`config.mk`:
```
export PLATFORM = sky130hd
export DESIGN_NAME = text_command_line_parser
export DESIGN_NICKNAME = d
export VERILOG_FILES = /design/src/rtl/core/tclp_pkg.sv /design/src/rtl/core/text_command_line_parser.sv
export SDC_FILE = /design/constraint.sdc
export NUM_CORES = 1
export LEC_CHECK = 0
export ABC_AREA = 0
export BUFFER_PORTS_ARGS = -buffer_cell sky130_fd_sc_hd__buf_2
export CORE_AREA = 4 4 121 123
export CTS_CLUSTER_DIAMETER = 150
export DETAILED_ROUTE_END_ITERATION = 8
export DIE_AREA = 0 0 125 127
export PLACE_DENSITY = 0.79
export SLEW_MARGIN = 5
export SYNTH_ARGS = -nofsm -noshare
export SYNTH_HDL_FRONTEND = slang
export SYNTH_SLANG_ARGS = --single-unit
```
`constraint.sdc`:
```
create_clock -name clk -period 8.3 [get_ports clk]
set_input_delay 1.245 -clock clk [delete_from_list [all_inputs] [get_ports clk]]
set_output_delay 1.245 -clock clk [all_outputs]
set_load 0.02 [all_outputs]
```
`src/rtl/core/tclp_pkg.sv`:
```
// Package for the text command line parser: widths, character codes,
// command prefixes and command codes. It has no dependencies.
`timescale 1ns / 1ps

package tclp_pkg;

  localparam int LINE_LIMIT  = 256;
  localparam int LEN_W       = $clog2(LINE_LIMIT);
  localparam int PERIOD_BITS = 16;
  localparam int NPAT        = 6;
  localparam int PAT_MAX     = 8;

  localparam int CFG_IDX_W = 2;
  localparam int CFG_W     = 16;

  // Result tdata layout
  localparam int OUT_FAHR_BIT   = 0;
  localparam int OUT_REP_BIT    = 1;
  localparam int OUT_PERIOD_LSB = 2;
  localparam int OUT_SHUT_BIT   = OUT_PERIOD_LSB + PERIOD_BITS;
  localparam int OUT_CODE_LSB   = OUT_SHUT_BIT + 1;
  localparam int CODE_W         = 3;
  localparam int OUT_USED       = OUT_CODE_LSB + CODE_W;
  localparam int OUT_W          = ((OUT_USED + 7) / 8) * 8;

  typedef enum logic [CODE_W-1:0] {
    CMD_NONE   = 3'd0,
    CMD_SCALE  = 3'd1,
    CMD_PERIOD = 3'd2,
    CMD_STOP   = 3'd3,
    CMD_START  = 3'd4,
    CMD_LOG    = 3'd5,
    CMD_OFF    = 3'd6
  } cmd_t;

  typedef enum logic [2:0] {
    PH_SKIP   = 3'b001,
    PH_DIGITS = 3'b010,
    PH_DONE   = 3'b100
  } phase_t;

  localparam logic [CFG_IDX_W-1:0] REG_START_FAHR   = 2'd0;
  localparam logic [CFG_IDX_W-1:0] REG_START_PERIOD = 2'd1;

  localparam logic [7:0] CH_TAB   = 8'd9;
  localparam logic [7:0] CH_NL    = 8'd10;
  localparam logic [7:0] CH_CR    = 8'd13;
  localparam logic [7:0] CH_SPACE = 8'd32;
  localparam logic [7:0] CH_PLUS  = 8'd43;
  localparam logic [7:0] CH_MINUS = 8'd45;
  localparam logic [7:0] CH_ZERO  = 8'd48;
  localparam logic [7:0] CH_NINE  = 8'd57;
  localparam logic [7:0] CH_C     = 8'd67;
  localparam logic [7:0] CH_F     = 8'd70;

  localparam logic [PERIOD_BITS-1:0] PERIOD_MAX = '1;
  localparam logic [PERIOD_BITS-1:0] PERIOD_RST = PERIOD_BITS'(1);

  // Prefixes in priority order
  localparam logic [7:0] PAT_TEXT [NPAT][PAT_MAX] = '{
    '{8'h53, 8'h43, 8'h41, 8'h4C, 8'h45, 8'h3D, 8'h00, 8'h00},
    '{8'h50, 8'h45, 8'h52, 8'h49, 8'h4F, 8'h44, 8'h3D, 8'h00},
    '{8'h53, 8'h54, 8'h4F, 8'h50, 8'h00, 8'h00, 8'h00, 8'h00},
    '{8'h53, 8'h54, 8'h41, 8'h52, 8'h54, 8'h00, 8'h00, 8'h00},
    '{8'h4C, 8'h4F, 8'h47, 8'h00, 8'h00, 8'h00, 8'h00, 8'h00},
    '{8'h4F, 8'h46, 8'h46, 8'h00, 8'h00, 8'h00, 8'h00, 8'h00}
  };
  localparam logic [2:0] PAT_LEN [NPAT] = '{3'd6, 3'd7, 3'd4, 3'd5, 3'd3, 3'd3};
  localparam cmd_t PAT_CODE [NPAT] = '{CMD_SCALE, CMD_PERIOD, CMD_STOP,
                                       CMD_START, CMD_LOG, CMD_OFF};

  localparam logic [2:0] SCALE_POS  = 3'd6;
  localparam logic [2:0] NUMBER_POS = 3'd7;

endpackage

```
`src/rtl/core/text_command_line_parser.sv`:
```
// Text command line parser top level: byte stream in, mode/period/command out.
// Depends on tclp_pkg.
`timescale 1ns / 1ps

//  channel | direction | payload
//  in_     | slave     | tdata[7:0] rx_byte
//  out_    | master    | tdata mode, period, command; tlast line_end
//  cfg_    | write     | index 0 start_fahrenheit, 1 start_period
//
// One item per cycle when not stalled; each byte yields one registered item.
// The line state and accumulator update in the cycle a byte is taken.
// Synchronous active-low reset; no clearing pass.
// A stalled result holds in the output register; a new byte is taken in the
// cycle the held item leaves.

module text_command_line_parser
  import tclp_pkg::*;
(
  input  logic                 clk,
  input  logic                 rst_n,
  input  logic                 in_tvalid,
  output logic                 in_tready,
  input  logic [7:0]           in_tdata,   // [7:0] rx_byte
  output logic                 out_tvalid,
  input  logic                 out_tready,
  output logic [OUT_W-1:0]     out_tdata,  // fahrenheit, reporting, period_seconds,
                                           // shut_down, command_code, zero pad
  output logic                 out_tlast,  // line_end
  input  logic                 cfg_valid,
  output logic                 cfg_ready,
  input  logic [CFG_IDX_W-1:0] cfg_index,
  input  logic [CFG_W-1:0]     cfg_data
);

  logic [LEN_W-1:0]       len_r, len_nxt;
  logic [NPAT-1:0]        alive_r, alive_nxt;
  logic [7:0]             letter_r, letter_nxt;
  phase_t                 phase_r, phase_nxt;
  logic                   neg_r, neg_nxt;
  logic [PERIOD_BITS-1:0] accum_r, accum_nxt;
  logic                   fahr_r, fahr_nxt;
  logic                   rep_r, rep_nxt;
  logic                   shut_r, shut_nxt;
  logic [PERIOD_BITS-1:0] period_r, period_nxt;
  logic                   ended;
  cmd_t                   code;

  logic                   out_valid_r;
  logic [OUT_W-1:0]       out_data_r;
  logic                   out_last_r;

  logic                   in_fire;
  logic [7:0]             b;
  logic                   stored, is_digit, is_space;
  logic [PERIOD_BITS+3:0] prod;

  assign in_tready = !out_valid_r || out_tready;
  assign in_fire   = in_tvalid && in_tready;
  assign cfg_ready = 1'b1;
  assign b         = in_tdata;

  assign is_digit = (b >= CH_ZERO) && (b <= CH_NINE);
  assign is_space = (b == CH_SPACE) || ((b >= CH_TAB) && (b <= CH_CR));
  assign prod     = {4'b0, accum_r} * (PERIOD_BITS+4)'(10)
                  + (PERIOD_BITS+4)'(b - CH_ZERO);
  assign stored   = (b != 8'd0) && (len_r < LEN_W'(LINE_LIMIT - 2));

  always_comb begin
    len_nxt    = len_r;
    alive_nxt  = alive_r;
    letter_nxt = letter_r;
    phase_nxt  = phase_r;
    neg_nxt    = neg_r;
    accum_nxt  = accum_r;
    fahr_nxt   = fahr_r;
    rep_nxt    = rep_r;
    shut_nxt   = shut_r;
    period_nxt = period_r;
    ended      = 1'b0;
    code       = CMD_NONE;

    if (stored) begin
      for (int k = 0; k < NPAT; k++) begin
        if ((len_r < LEN_W'(PAT_LEN[k])) && (b != PAT_TEXT[k][len_r[2:0]])) begin
          alive_nxt[k] = 1'b0;
        end
      end
      if (len_r == LEN_W'(SCALE_POS)) begin
        letter_nxt = b;
      end
      if (len_r >= LEN_W'(NUMBER_POS)) begin
        unique case (phase_r)
          PH_SKIP: begin
            if (is_space) begin
              phase_nxt = PH_SKIP;
            end else if ((b == CH_PLUS) || (b == CH_MINUS)) begin
              neg_nxt   = (b == CH_MINUS);
              phase_nxt = PH_DIGITS;
            end else if (is_digit) begin
              accum_nxt = (prod > (PERIOD_BITS+4)'(PERIOD_MAX)) ? PERIOD_MAX
                                                                : prod[PERIOD_BITS-1:0];
              phase_nxt = PH_DIGITS;
            end else begin
              phase_nxt = PH_DONE;
            end
          end
          PH_DIGITS: begin
            if (is_digit) begin
              accum_nxt = (prod > (PERIOD_BITS+4)'(PERIOD_MAX)) ? PERIOD_MAX
                                                                : prod[PERIOD_BITS-1:0];
            end else begin
              phase_nxt = PH_DONE;
            end
          end
          PH_DONE: phase_nxt = PH_DONE;
          default: phase_nxt = PH_DONE;
        endcase
      end
      len_nxt = len_r + LEN_W'(1);
    end

    if (b == CH_NL) begin
      ended = 1'b1;
      // lowest index wins
      for (int k = NPAT - 1; k >= 0; k--) begin
        if (alive_nxt[k] && (len_nxt >= LEN_W'(PAT_LEN[k]))) begin
          code = PAT_CODE[k];
        end
      end
      case (code)
        CMD_SCALE: begin
          if (letter_nxt == CH_F) begin
            fahr_nxt = 1'b1;
          end else if (letter_nxt == CH_C) begin
            fahr_nxt = 1'b0;
          end
        end
        CMD_PERIOD: period_nxt = neg_nxt ? '0 : accum_nxt;
        CMD_STOP:   rep_nxt    = 1'b0;
        CMD_START:  rep_nxt    = 1'b1;
        CMD_OFF:    shut_nxt   = 1'b1;
        default: ;
      endcase
      len_nxt    = '0;
      alive_nxt  = '1;
      letter_nxt = '0;
      phase_nxt  = PH_SKIP;
      neg_nxt    = 1'b0;
      accum_nxt  = '0;
    end
  end

  always_ff @(posedge clk) begin
    if (!rst_n) begin
      len_r    <= '0;
      alive_r  <= '1;
      letter_r <= '0;
      phase_r  <= PH_SKIP;
      neg_r    <= 1'b0;
      accum_r  <= '0;
      fahr_r   <= 1'b1;
      rep_r    <= 1'b1;
      shut_r   <= 1'b0;
      period_r <= PERIOD_RST;
    end else begin
      if (in_fire) begin
        len_r    <= len_nxt;
        alive_r  <= alive_nxt;
        letter_r <= letter_nxt;
        phase_r  <= phase_nxt;
        neg_r    <= neg_nxt;
        accum_r  <= accum_nxt;
        fahr_r   <= fahr_nxt;
        rep_r    <= rep_nxt;
        shut_r   <= shut_nxt;
        period_r <= period_nxt;
      end
      if (cfg_valid) begin
        unique case (cfg_index)
          REG_START_FAHR:   fahr_r   <= cfg_data[0];
          REG_START_PERIOD: period_r <= PERIOD_BITS'(cfg_data);
          default: ;
        endcase
      end
    end
  end

  always_ff @(posedge clk) begin
    if (!rst_n) begin
      out_valid_r <= 1'b0;
    end else if (in_fire) begin
      out_valid_r <= 1'b1;
    end else if (out_tready) begin
      out_valid_r <= 1'b0;
    end
  end

  always_ff @(posedge clk) begin
    if (in_fire) begin
      out_data_r <= OUT_W'({code, shut_nxt, period_nxt, rep_nxt, fahr_nxt});
      out_last_r <= ended;
    end
  end

  assign out_tvalid = out_valid_r;
  assign out_tdata  = out_data_r;
  assign out_tlast  = out_last_r;

endmodule

```
==> results of run 1 <==
## synth_stat cells, drive strengths merged (11+ instances only)
master / instances
nor2: 83
a21oi: 82
nand2: 75
o21ai: 65
dfxtp: 62
ha: 59
clkbuf: 47
inv: 33
nor3: 27
xnor2: 26
nand3: 24
edfxtp: 23
or3: 18
a31oi: 16
a211oi: 13
a22oi: 13
o21a: 13
xor2: 13
nand2b: 12
o31ai: 12
buf: 11
nand4: 11
o211ai: 11
## where the power goes
part / internal, mW / switching (mW)
registers: 0.439 / 0.00929
logic: 0.0500 / 0.103
clock network: 0.272 / 0.165
total: 0.761 / 0.277
## registers in the layout, summed over array words and instances (netlist names)
| register | flops |
|---|---|
| out_tvalid | 1 |
| rep_r | 1 |
| neg_r | 1 |
| period_r | 16 |
| alive_r | 6 |
| phase_r | 3 |
| fahr_r | 1 |
| shut_r | 1 |
| accum_r | 16 |
| len_r | 8 |
| out_tdata | 22 |
| out_tlast | 1 |
| letter_r | 8 |
## per-stage QoR
step	power (mW)	util [%]
after floorplan	0.563	-
after global placement	0.602	55.7
after detailed placement	0.606	55.7
after CTS	1.04	58.1
after global routing	1.07	58.1
final	1.04	58.1
## cell families after synthesis
family,after synthesis,share of synthesized area (%)
muxes,12,1.73
and+or+nand+nor,306,21.2
other,2,0.103
xor gates and xnor gates,39,4.69
buffers and inverters,92,5.06
AOI/OAI and AO/OA,323,30.0
DFF,85,26.5
adders and majority gates,61,10.7
## path summary, 6_finish.rpt
check | startpoint | to | slack, ns
max | accum_r[1] | out_tdata[7] | 1.91
min | shut_r | shut_r | 0.46
max reg2reg | accum_r[1] | out_tdata[7] | 1.91
min reg2reg | shut_r | shut_r | 0.46
## layer usage
metal	up-vias	GRT usage, %	share of wire, %
li1	3482	-	-
met1	3434	32.2	42
met2	293	44.3	50
met3	60	3.72	6.0
met4	0	7.21	2.8
met5	-	0	0
## area by class of cell
cell class	instances	area [um2]
clock buffers	12	246
clock inverters	4	73.8
fillers	1280	5730
inverters	34	128
multi-input cells	744	4990
flip-flops and latches	85	1930
well taps	180	225
repair buffers	63	335
## worst max-delay path, delay by kind of cell, from the launching register on
| family | cells | cell delay, ns |
|---|---|---|
| AND/OR/NAND/NOR | 3 | 0.68 |
| flip-flops | 1 | 0.38 |
| XOR/XNOR | 2 | 0.39 |
| AO/OA/AOI/OAI | 13 | 3.18 |
| adder cells (fa/ha/maj) | 4 | 1.21 |
| buffers and inverters | 2 | 0.26 |
==> flow_metrics.env, run 1 <==
export IMPL_grt_pass1_vias=6788
export IMPL_grt_setup_unrepaired="no"
export IMPL_slowest_delay_ns=0.70
export IMPL_root_buffer="clkbuf_16"
export IMPL_final_area_mm2=0.00793
export IMPL_die_x_um=125
export IMPL_vias=7269
export IMPL_worst_ep_required_time_ns=8.37
export IMPL_finClkSkew_ns=0.00898
export IMPL_timing_final_crit_share_pct=77.0
export IMPL_synth_ff_type="dfxtp_1"
export IMPL_fin_crit_ns=6.39
export IMPL_criticalPathCategory="register to register"
export IMPL_num_antenna_cells=0
export IMPL_fmax_mhz=156
export IMPL_fp_row_count=43
export IMPL_synthArstFlopShare_pct=0
export IMPL_worstPathArrival_ns=6.47
export IMPL_synth_largest_area_cell="dfxtp_1"
export IMPL_drt_initial_drc_count=1076
export IMPL_setup_slack_ns=1.91
export IMPL_ant_nets=0
export IMPL_grt_pass1_wl_mm=33.5
export IMPL_hold_ws_ns=0.462
export IMPL_first_pass_iters=6
export IMPL_insertion_delay_ns=0.34
export IMPL_cp_max_fo=27
export IMPL_synth_seq_cells=85
export IMPL_overflow=0
export IMPL_worstHoldPathType="register to register"
export IMPL_clockBufferDepth=2
export IMPL_fin_tns_setup_ns=0
export IMPL_maxSlewViolCount=0
export IMPL_yosysWarnings=0
export IMPL_slew_headroom_pct=25.5
export IMPL_die_h_um=127
export IMPL_synthCells=920
export IMPL_wire_per_inst_um=18.3
export IMPL_io_buffers=55
export IMPL_cap_violations=0
export IMPL_power_density_mw_per_mm2=131
export IMPL_cts_tree="done"
export IMPL_stdcell_count=1122
export IMPL_cellLeakagePower_nw=3.19
export IMPL_vias_per_cell=6.48
export IMPL_syn_avg_cell_area_um2=7.92
export IMPL_status="finished clean"
export IMPL_placed_cells=1106
export IMPL_synth_top_area_share_pct=17.0
export IMPL_post_cts_buffers=0
export IMPL_io_pins=59
export IMPL_layout_nets=1029
export IMPL_cts_buffers=9
export IMPL_initial_core_util_pct=53.4
export IMPL_core_area_mm2=0.0137
export IMPL_drt_wl_total_mm=20.6
export IMPL_cts_htree_levels=3
export IMPL_syn_area_mm2=0.00729
export IMPL_vdd_drop_max_v=0.000112
export IMPL_place_gp_congestion=0.887
export IMPL_ff2ff_path_depth=24
export IMPL_die_area_mm2=0.0159
export IMPL_netlist_cell_type_count=83
export IMPL_synth_edff_count=23
export IMPL_antenna_found_initial=0
export IMPL_synth_top_cells_by_area="dfxtp_1, ha_1, edfxtp_1, a21oi_1, o21ai_0"
export IMPL_endpoint_kind="register"
export IMPL_worstHoldPathCells=2
export IMPL_clk_pin_slew_ns=0.06
export IMPL_placed_cell_area_mm2=0.00761
export IMPL_postCtsHoldBufs=0
export IMPL_layout_common_cells="nor2_1, a21oi_1, nand2_1"
export IMPL_post_place_ws_ns=1.96
export IMPL_hpwlAfterDp_mm=14.7
export IMPL_cp_start_kind="register"
export IMPL_seq_area_frac_synth_pct=26.5
export IMPL_cp_cell_sequence="ha_1, ha_1, inv_1, fa_1, nor2b_1, o21ai_0, a21boi_0, o21ai_0, a21boi_0, o21ai_0, a21oi_1, nor2_1, xnor2_1, ha_1, a21o_1, a221o_1, a22o_1, a21o_1, a311oi_1, xor2_1, buf_4, nand2_1, a2111oi_0, o31ai_1"
export IMPL_grt_max_degree=39
export IMPL_layout_commonest_cell="nor2_1"
export IMPL_finalSetupViolCount=0
export IMPL_worst_slew_pin_slew_ns=1.11
export IMPL_timing_hold_violations_final=0
export IMPL_critPathSlowestCell="a2111oi_0"
export IMPL_drc=0
export IMPL_gr_usage_all_layers_pct=25.2
export IMPL_area_growth_pct=8.82
export IMPL_layout_drive_gt1_share_pct=10.3
export IMPL_clkSinkCount=85
export IMPL_cts_resized_gates=0
Power figures use the tool's default switching activity.
==> run 2: changes to the inputs <==
--- a/config.mk
+++ b/config.mk
@@ -5,13 +5,13 @@
 export SDC_FILE = /design/constraint.sdc
 export NUM_CORES = 1
 export LEC_CHECK = 0
-export ABC_AREA = 0
+export ABC_AREA = 1
 export BUFFER_PORTS_ARGS = -buffer_cell sky130_fd_sc_hd__buf_2
-export CORE_AREA = 4 4 121 123
+export CORE_AREA = 4 4 126 128
 export CTS_CLUSTER_DIAMETER = 150
 export DETAILED_ROUTE_END_ITERATION = 8
-export DIE_AREA = 0 0 125 127
-export PLACE_DENSITY = 0.79
+export DIE_AREA = 0 0 130 132
+export PLACE_DENSITY = 0.78
 export SLEW_MARGIN = 5
 export SYNTH_ARGS = -nofsm -noshare
 export SYNTH_HDL_FRONTEND = slang
==> constraint.sdc (replaced) <==
create_clock -name clk -period 6.5 [get_ports clk]
set_input_delay 0.975 -clock clk [delete_from_list [all_inputs] [get_ports clk]]
set_output_delay 0.975 -clock clk [all_outputs]
set_load 0.02 [all_outputs]
==> run 2 against run 1 <==
Total power increased by 29%. Global-route usage decreased by 0.95 points. Hold slack improved by 0.0011 ns. Clock-buffer cell count decreased by 1. Clock skew decreased by 0.0038 ns. Register-to-register slack got worse by 0.65 ns. Maximum frequency increased by 22%. Sequential power increased by 29%. Area after synthesis increased by 8.9%. Synthesized cell count increased by 35%. Critical path type unchanged. Critical endpoint is now out_tdata[2].
==> flow_metrics.env, run 2 <==
export IMPL_root_buffer="clkbuf_16"
export IMPL_cellLeakagePower_nw=4.27
export IMPL_criticalPathCategory="register to register"
export IMPL_drt_initial_drc_count=597
export IMPL_dr_max_layer_used="met4"
export IMPL_fin_tns_setup_ns=0
export IMPL_synthCells=1240
export IMPL_core_area_mm2=0.0149
export IMPL_synth_top_cells_by_area="nand2_1, dfxtp_1, ha_1, edfxtp_1, a21oi_1"
export IMPL_initial_core_util_pct=53.4
export IMPL_hpwlAfterDp_mm=15.4
export IMPL_cp_start_kind="register"
export IMPL_vdd_drop_max_v=0.000138
export IMPL_netlist_cell_type_count=47
export IMPL_syn_avg_cell_area_um2=6.41
export IMPL_fin_crit_ns=5.24
export IMPL_syn_area_mm2=0.00794
export IMPL_crit_top_cell="nand2_1"
export IMPL_synth_commonest_cells="nand2_1, inv_1, a21oi_1, nor2_1, o21ai_0"
export IMPL_post_place_ws_ns=1.32
export IMPL_synth_largest_area_cell="nand2_1"
export IMPL_critPathSlowestCell="o31ai_1"
export IMPL_layout_common_cells="nand2_1, inv_1, a21oi_1"
export IMPL_die_x_um=130
export IMPL_worst_slew_pin_slew_ns=0.937
export IMPL_seq_area_frac_synth_pct=24.3
export IMPL_post_cts_buffers=0
export IMPL_finClkSkew_ns=0.00518
export IMPL_antenna_found_initial=0
export IMPL_setup_slack_ns=1.26
export IMPL_grt_pass1_vias=7500
export IMPL_ant_nets=0
export IMPL_met1_length_mm=8.79
export IMPL_io_pins=59
export IMPL_vias_per_cell=5.40
export IMPL_place_gp_congestion=0.899
export IMPL_die_h_um=132
export IMPL_synth_ff_type="dfxtp_1"
export IMPL_slowest_delay_ns=0.45
export IMPL_num_antenna_cells=0
export IMPL_layout_drive_gt1_share_pct=12.1
export IMPL_drt_wl_total_mm=20.4
export IMPL_met3_length_um=812
export IMPL_reg2reg_from="accum_r[1]"
export IMPL_timing_final_crit_share_pct=80.7
export IMPL_clk_pin_slew_ns=0.06
export IMPL_layout_commonest_cell="nand2_1"
export IMPL_fp_row_count=45
export IMPL_layout_nets=1366
export IMPL_power_density_mw_per_mm2=156
export IMPL_insertion_delay_ns=0.34
export IMPL_endpoint_kind="register"
export IMPL_cts_resized_gates=0
export IMPL_worst_ep_required_time_ns=6.60
export IMPL_postLayoutCoreUtil_pct=57.7
export IMPL_synth_top_area_share_pct=18.7
export IMPL_clkSinkCount=85
export IMPL_maxSlewViolCount=0
export IMPL_critical_path_startpoint="accum_r[1]"
export IMPL_die_area_mm2=0.0172
export IMPL_yosysWarnings=0
export IMPL_status="finished clean"
export IMPL_r2r_slack_ns=1.26
export IMPL_cts_htree_levels=3
export IMPL_worstPathArrival_ns=5.34
export IMPL_cts_buffers=9
export IMPL_yosysMostFrequentCell="nand2_1"
export IMPL_clockBufferDepth=2
export IMPL_first_pass_iters=6
export IMPL_slew_headroom_pct=37.4
export IMPL_cp_max_fo=10
export IMPL_area_growth_pct=8.05
export IMPL_grt_max_degree=59
export IMPL_worstHoldStart="letter_r[0]"
export IMPL_largest_reg_flops=22
export IMPL_timing_hold_violations_final=0
export IMPL_cap_violations=0
export IMPL_io_buffers=55
export IMPL_gr_usage_all_layers_pct=24.2
export IMPL_drc=0
export IMPL_wl_met2_mm=10.4
export IMPL_synthArstFlopShare_pct=0
export IMPL_overflow=0
export IMPL_finalSetupViolCount=0
export IMPL_synth_edff_count=23
export IMPL_grt_setup_unrepaired="no"
export IMPL_fmax_mhz=191
export IMPL_grt_pass1_wl_mm=34.8
export IMPL_cts_tree="done"
export IMPL_postCtsHoldBufs=0
export IMPL_worstHoldPathType="register to register"
export IMPL_wire_per_inst_um=13.9
export IMPL_synth_seq_cells=85
export IMPL_vias=7924
run 2: changes by cell type in the layout (fill, tap and decap cells not counted), moves of 12 or more:
cell	change
a21oi_1	+30
inv_1	+106
o21ai_1	+15
a31oi_1	-14
nand2b_1	-12
a22oi_1	-13
nand3_1	+34
xnor2_1	-14
nor3_1	-19
nand2_1	+320
nand2_2	+25
or3_1	-14
a211oi_1	-13
run 2: metal layers:
metal | vias to the layer above | global-route usage [%]
li1 | 4099 | -
met1 | 3605 | 30.7
met2 | 185 | 42.3
met3 | 35 | 3.97
met4 | 0 | 6.24
met5 | - | 0
run 2: cell type report:
class / instances / area (um2)
fill: 1434 / 6280
multi-input combinational: 968 / 5220
sequential: 85 / 1930
inverter: 148 / 556
timing repair buffer: 62 / 328
tap: 188 / 235
clock buffer: 11 / 233
clock inverter: 5 / 75.1
run 2: power breakdown:
part	internal, mW	leakage [nW]	switching [mW]
combinational	0.0701	3.39	0.155
clock	0.334	0.145	0.204
sequential	0.566	0.731	0.0107
run 2: cells by family (layout without fill, tap and decap cells):
kind of cell,after synthesis,count (layout),share of synthesized area [%]
AO/OA/AOI/OAI,240,240,16.5
XOR/XNOR,31,31,3.42
other,2,3,0.0946
buffers and inverters,188,226,10.1
flip-flops,85,85,24.3
adder cells (fa/ha/maj),61,61,9.80
AND/OR/NAND/NOR,633,633,35.7
run 2: metrics by stage:
stage	cells	power, mW	hold WS (ns)	area [um2]
CTS	1467	1.34	0.466	8580
global placement	1451	0.806	0.445	8270
finish	1467	1.34	0.463	8580
global route	1467	1.40	0.482	8580
detailed placement	1451	0.810	0.456	8270
floorplan	1241	0.750	0.435	7950
run 2: path summary, 6_finish.rpt:
kind | endpoint | cells past startpoint
setup reg to reg | out_tdata[2] | 33
hold reg to reg | letter_r[0] | 2
setup / recovery | out_tdata[2] | 33
hold / removal | letter_r[0] | 2
run 2: critical path: cells and delay by family (launching register included):
| family | cells | cell delay, ns |
|---|---|---|
| and+or+nand+nor | 18 | 1.85 |
| adders and majority gates | 4 | 1.16 |
| buffers and inverters | 5 | 0.46 |
| DFF | 1 | 0.37 |
| AOI/OAI and AO/OA | 5 | 1.03 |
| xor gates and xnor gates | 1 | 0.13 |
==> run 3: changes to the inputs <==
--- a/config.mk
+++ b/config.mk
@@ -5,13 +5,13 @@
 export SDC_FILE = /design/constraint.sdc
 export NUM_CORES = 1
 export LEC_CHECK = 0
-export ABC_AREA = 1
+export ABC_AREA = 0
 export BUFFER_PORTS_ARGS = -buffer_cell sky130_fd_sc_hd__buf_2
-export CORE_AREA = 4 4 126 128
+export CORE_AREA = 4 4 121 123
 export CTS_CLUSTER_DIAMETER = 150
 export DETAILED_ROUTE_END_ITERATION = 8
-export DIE_AREA = 0 0 130 132
-export PLACE_DENSITY = 0.78
+export DIE_AREA = 0 0 125 127
+export PLACE_DENSITY = 0.82
 export SLEW_MARGIN = 5
 export SYNTH_ARGS = -nofsm -noshare
 export SYNTH_HDL_FRONTEND = slang
==> constraint.sdc (replaced) <==
create_clock -name clk -period 4.8 [get_ports clk]
set_input_delay 0.72 -clock clk [delete_from_list [all_inputs] [get_ports clk]]
set_output_delay 0.72 -clock clk [all_outputs]
set_load 0.02 [all_outputs]
==> run 3 against run 2 <==
The flow now finishes with violations (setup timing). Final cell count fell by 17%. Utilization rose by 7.5 points. Total power rose by 28%. Sequential cell count did not move. Clock skew rose by 0.0031 ns. Routed wire length rose by 7.4%. Clock-buffer cell count fell by 1. Critical path depth fell by 10. Sequential power rose by 33%.
==> flow_metrics.env, run 3 (same netlist as run 1, synthesis figures left out) <==
export IMPL_violations="setup timing"
export IMPL_clk_pin_slew_ns=0.06
export IMPL_worst_slew_pin_slew_ns=0.999
export IMPL_slowest_delay_ns=0.39
export IMPL_layout_nets=1122
export IMPL_drt_wl_total_mm=22.0
export IMPL_layout_common_cells="buf_4, nor2_1, a21oi_1"
export IMPL_clockBufferDepth=2
export IMPL_vias_per_cell=6.42
export IMPL_grt_pass1_wl_mm=35.0
export IMPL_gr_usage_all_layers_pct=26.1
export IMPL_worstPathArrival_ns=5.19
export IMPL_endpoint_kind="register"
export IMPL_setup_slack_ns=-0.294
export IMPL_die_h_um=127
export IMPL_root_buffer="clkbuf_16"
export IMPL_insertion_delay_ns=0.34
export IMPL_overflow=0
export IMPL_maxSlewViolCount=0
export IMPL_initial_core_util_pct=53.4
export IMPL_io_buffers=55
export IMPL_fin_crit_ns=5.09
export IMPL_largest_reg_flops=22
export IMPL_timing_final_crit_share_pct=106
export IMPL_cts_tree="done"
export IMPL_status="complete, but fails checks"
export IMPL_worstHoldPathType="register to register"
export IMPL_clkSinkCount=85
export IMPL_cellLeakagePower_nw=3.67
export IMPL_cp_max_fo=7
export IMPL_cap_violations=0
export IMPL_worst_ep_required_time_ns=4.89
export IMPL_wire_per_inst_um=18.1
export IMPL_vias=7798
export IMPL_cts_buffers=9
export IMPL_first_pass_iters=5
export IMPL_cp_cell_sequence="buf_4, ha_1, ha_1, nor2b_2, o21ai_2, a21boi_2, o21ai_2, a21boi_2, o21ai_2, a21oi_2, buf_4, buf_4, o2111ai_1, o311ai_2, ha_1, and2_1, o21ai_0, o31ai_1, a311oi_2, xor2_2, nand2_4, or3_1, a32o_1"
export IMPL_ff2ff_path_depth=23
export IMPL_fp_row_count=43
export IMPL_final_area_mm2=0.00891
export IMPL_num_antenna_cells=0
export IMPL_fmax_mhz=196
export IMPL_finClkSkew_ns=0.00825
export IMPL_hpwlAfterDp_mm=15.5
export IMPL_grt_max_degree=39
export IMPL_vdd_drop_max_v=0.000141
export IMPL_ant_nets=0
export IMPL_hold_ws_ns=0.463
export IMPL_placed_cell_area_mm2=0.00824
export IMPL_timing_hold_violations_final=0
export IMPL_core_area_mm2=0.0137
export IMPL_cp_start_kind="register"
export IMPL_worstHoldPathCells=2
export IMPL_die_x_um=125
export IMPL_slew_headroom_pct=33.0
export IMPL_criticalPathCategory="register to register"
export IMPL_grt_pass1_vias=7091
export IMPL_area_growth_pct=22.3
export IMPL_die_area_mm2=0.0159
export IMPL_critPathSlowestCell="or3_1"
export IMPL_grt_setup_unrepaired="yes"
export IMPL_power_density_mw_per_mm2=193
export IMPL_postLayoutCoreUtil_pct=65.2
export IMPL_antenna_found_initial=0
export IMPL_io_pins=59
export IMPL_finalSetupViolCount=47
export IMPL_place_gp_congestion=0.902
export IMPL_drc=0
export IMPL_layout_commonest_cell="buf_4"
export IMPL_layout_drive_gt1_share_pct=22.4
export IMPL_drt_initial_drc_count=1001
export IMPL_cts_htree_levels=3
run 3: cell count changes in the layout (fill, tap and decap cells not counted), sizes merged, moves of 14 or more:
| cell | delta |
|---|---|
| inv | -113 |
| nor3 | +18 |
| xnor2 | +14 |
| buf | +93 |
| nand2 | -352 |
| a31oi | +14 |
| o21ai | -23 |
| a21oi | -40 |
| nand3 | -45 |
| or3 | +16 |
run 3: final cells by class:
class / instances / area, um2
clock buffer: 10 / 229
clock inverter: 5 / 28.8
fill: 1070 / 4750
inverter: 34 / 128
multi-input combinational: 745 / 5320
sequential: 85 / 1940
tap: 180 / 225
timing repair buffer: 155 / 1050
run 3: final timing paths:
kind | startpoint | end | slack (ns)
worst max-delay path | accum_r[3] | out_tdata[5] | -0.29
worst min-delay path | alive_r[5] | alive_r[5] | 0.46
worst max register to register | accum_r[3] | out_tdata[5] | -0.29
worst min register to register | alive_r[5] | alive_r[5] | 0.46
run 3: where the power goes:
part | switching, mW | leakage [nW] | internal (mW)
clock | 0.274 | 0.122 | 0.344
sequential | 0.00904 | 0.728 | 0.758
combinational | 0.208 | 2.82 | 0.124
run 3: per-stage QoR:
step / std cells / power (mW) / setup TNS [ns] / setup slack (ns)
6_report: 1214 / 1.72 / -7.91 / -0.294
2_1_floorplan: 921 / 0.980 / -0.627 / -0.0713
4_1_cts: 1212 / 1.70 / -5.11 / -0.248
5_1_grt: 1214 / 1.77 / -17.85 / -0.484
3_5_place_dp: 1180 / 1.07 / -10.51 / -0.465
3_3_place_gp: 1180 / 1.07 / -5.26 / -0.322
run 3: critical path, delay by kind of cell, from the launching register on:
| kind | cells | cell delay (ns) |
|---|---|---|
| AO/OA/AOI/OAI | 12 | 2.02 |
| adder cells (fa/ha/maj) | 3 | 0.93 |
| AND/OR/NAND/NOR | 4 | 0.85 |
| buffers and inverters | 3 | 0.42 |
| flip-flops | 1 | 0.33 |
| XOR/XNOR | 1 | 0.27 |
run 3: what timing repair did:
item | CTS | global route
gates resized for setup | 33 | 23
hold buffers | 0 | 0
pin swaps | 40 | 16
gates cloned | 1 | 0
setup endpoints to repair | 47 | 48
buffers inserted | 16 | 2
run 3: per-layer routing:
layer  part of all wire (%)  vias to the layer above  GRT usage, %
met3                    9.6                       46          4.26
li1                       -                     3670             -
met5                      0                        -             0
met2                     44                      450          42.5
met4                    2.3                        0          7.14
met1                     44                     3632          36.0
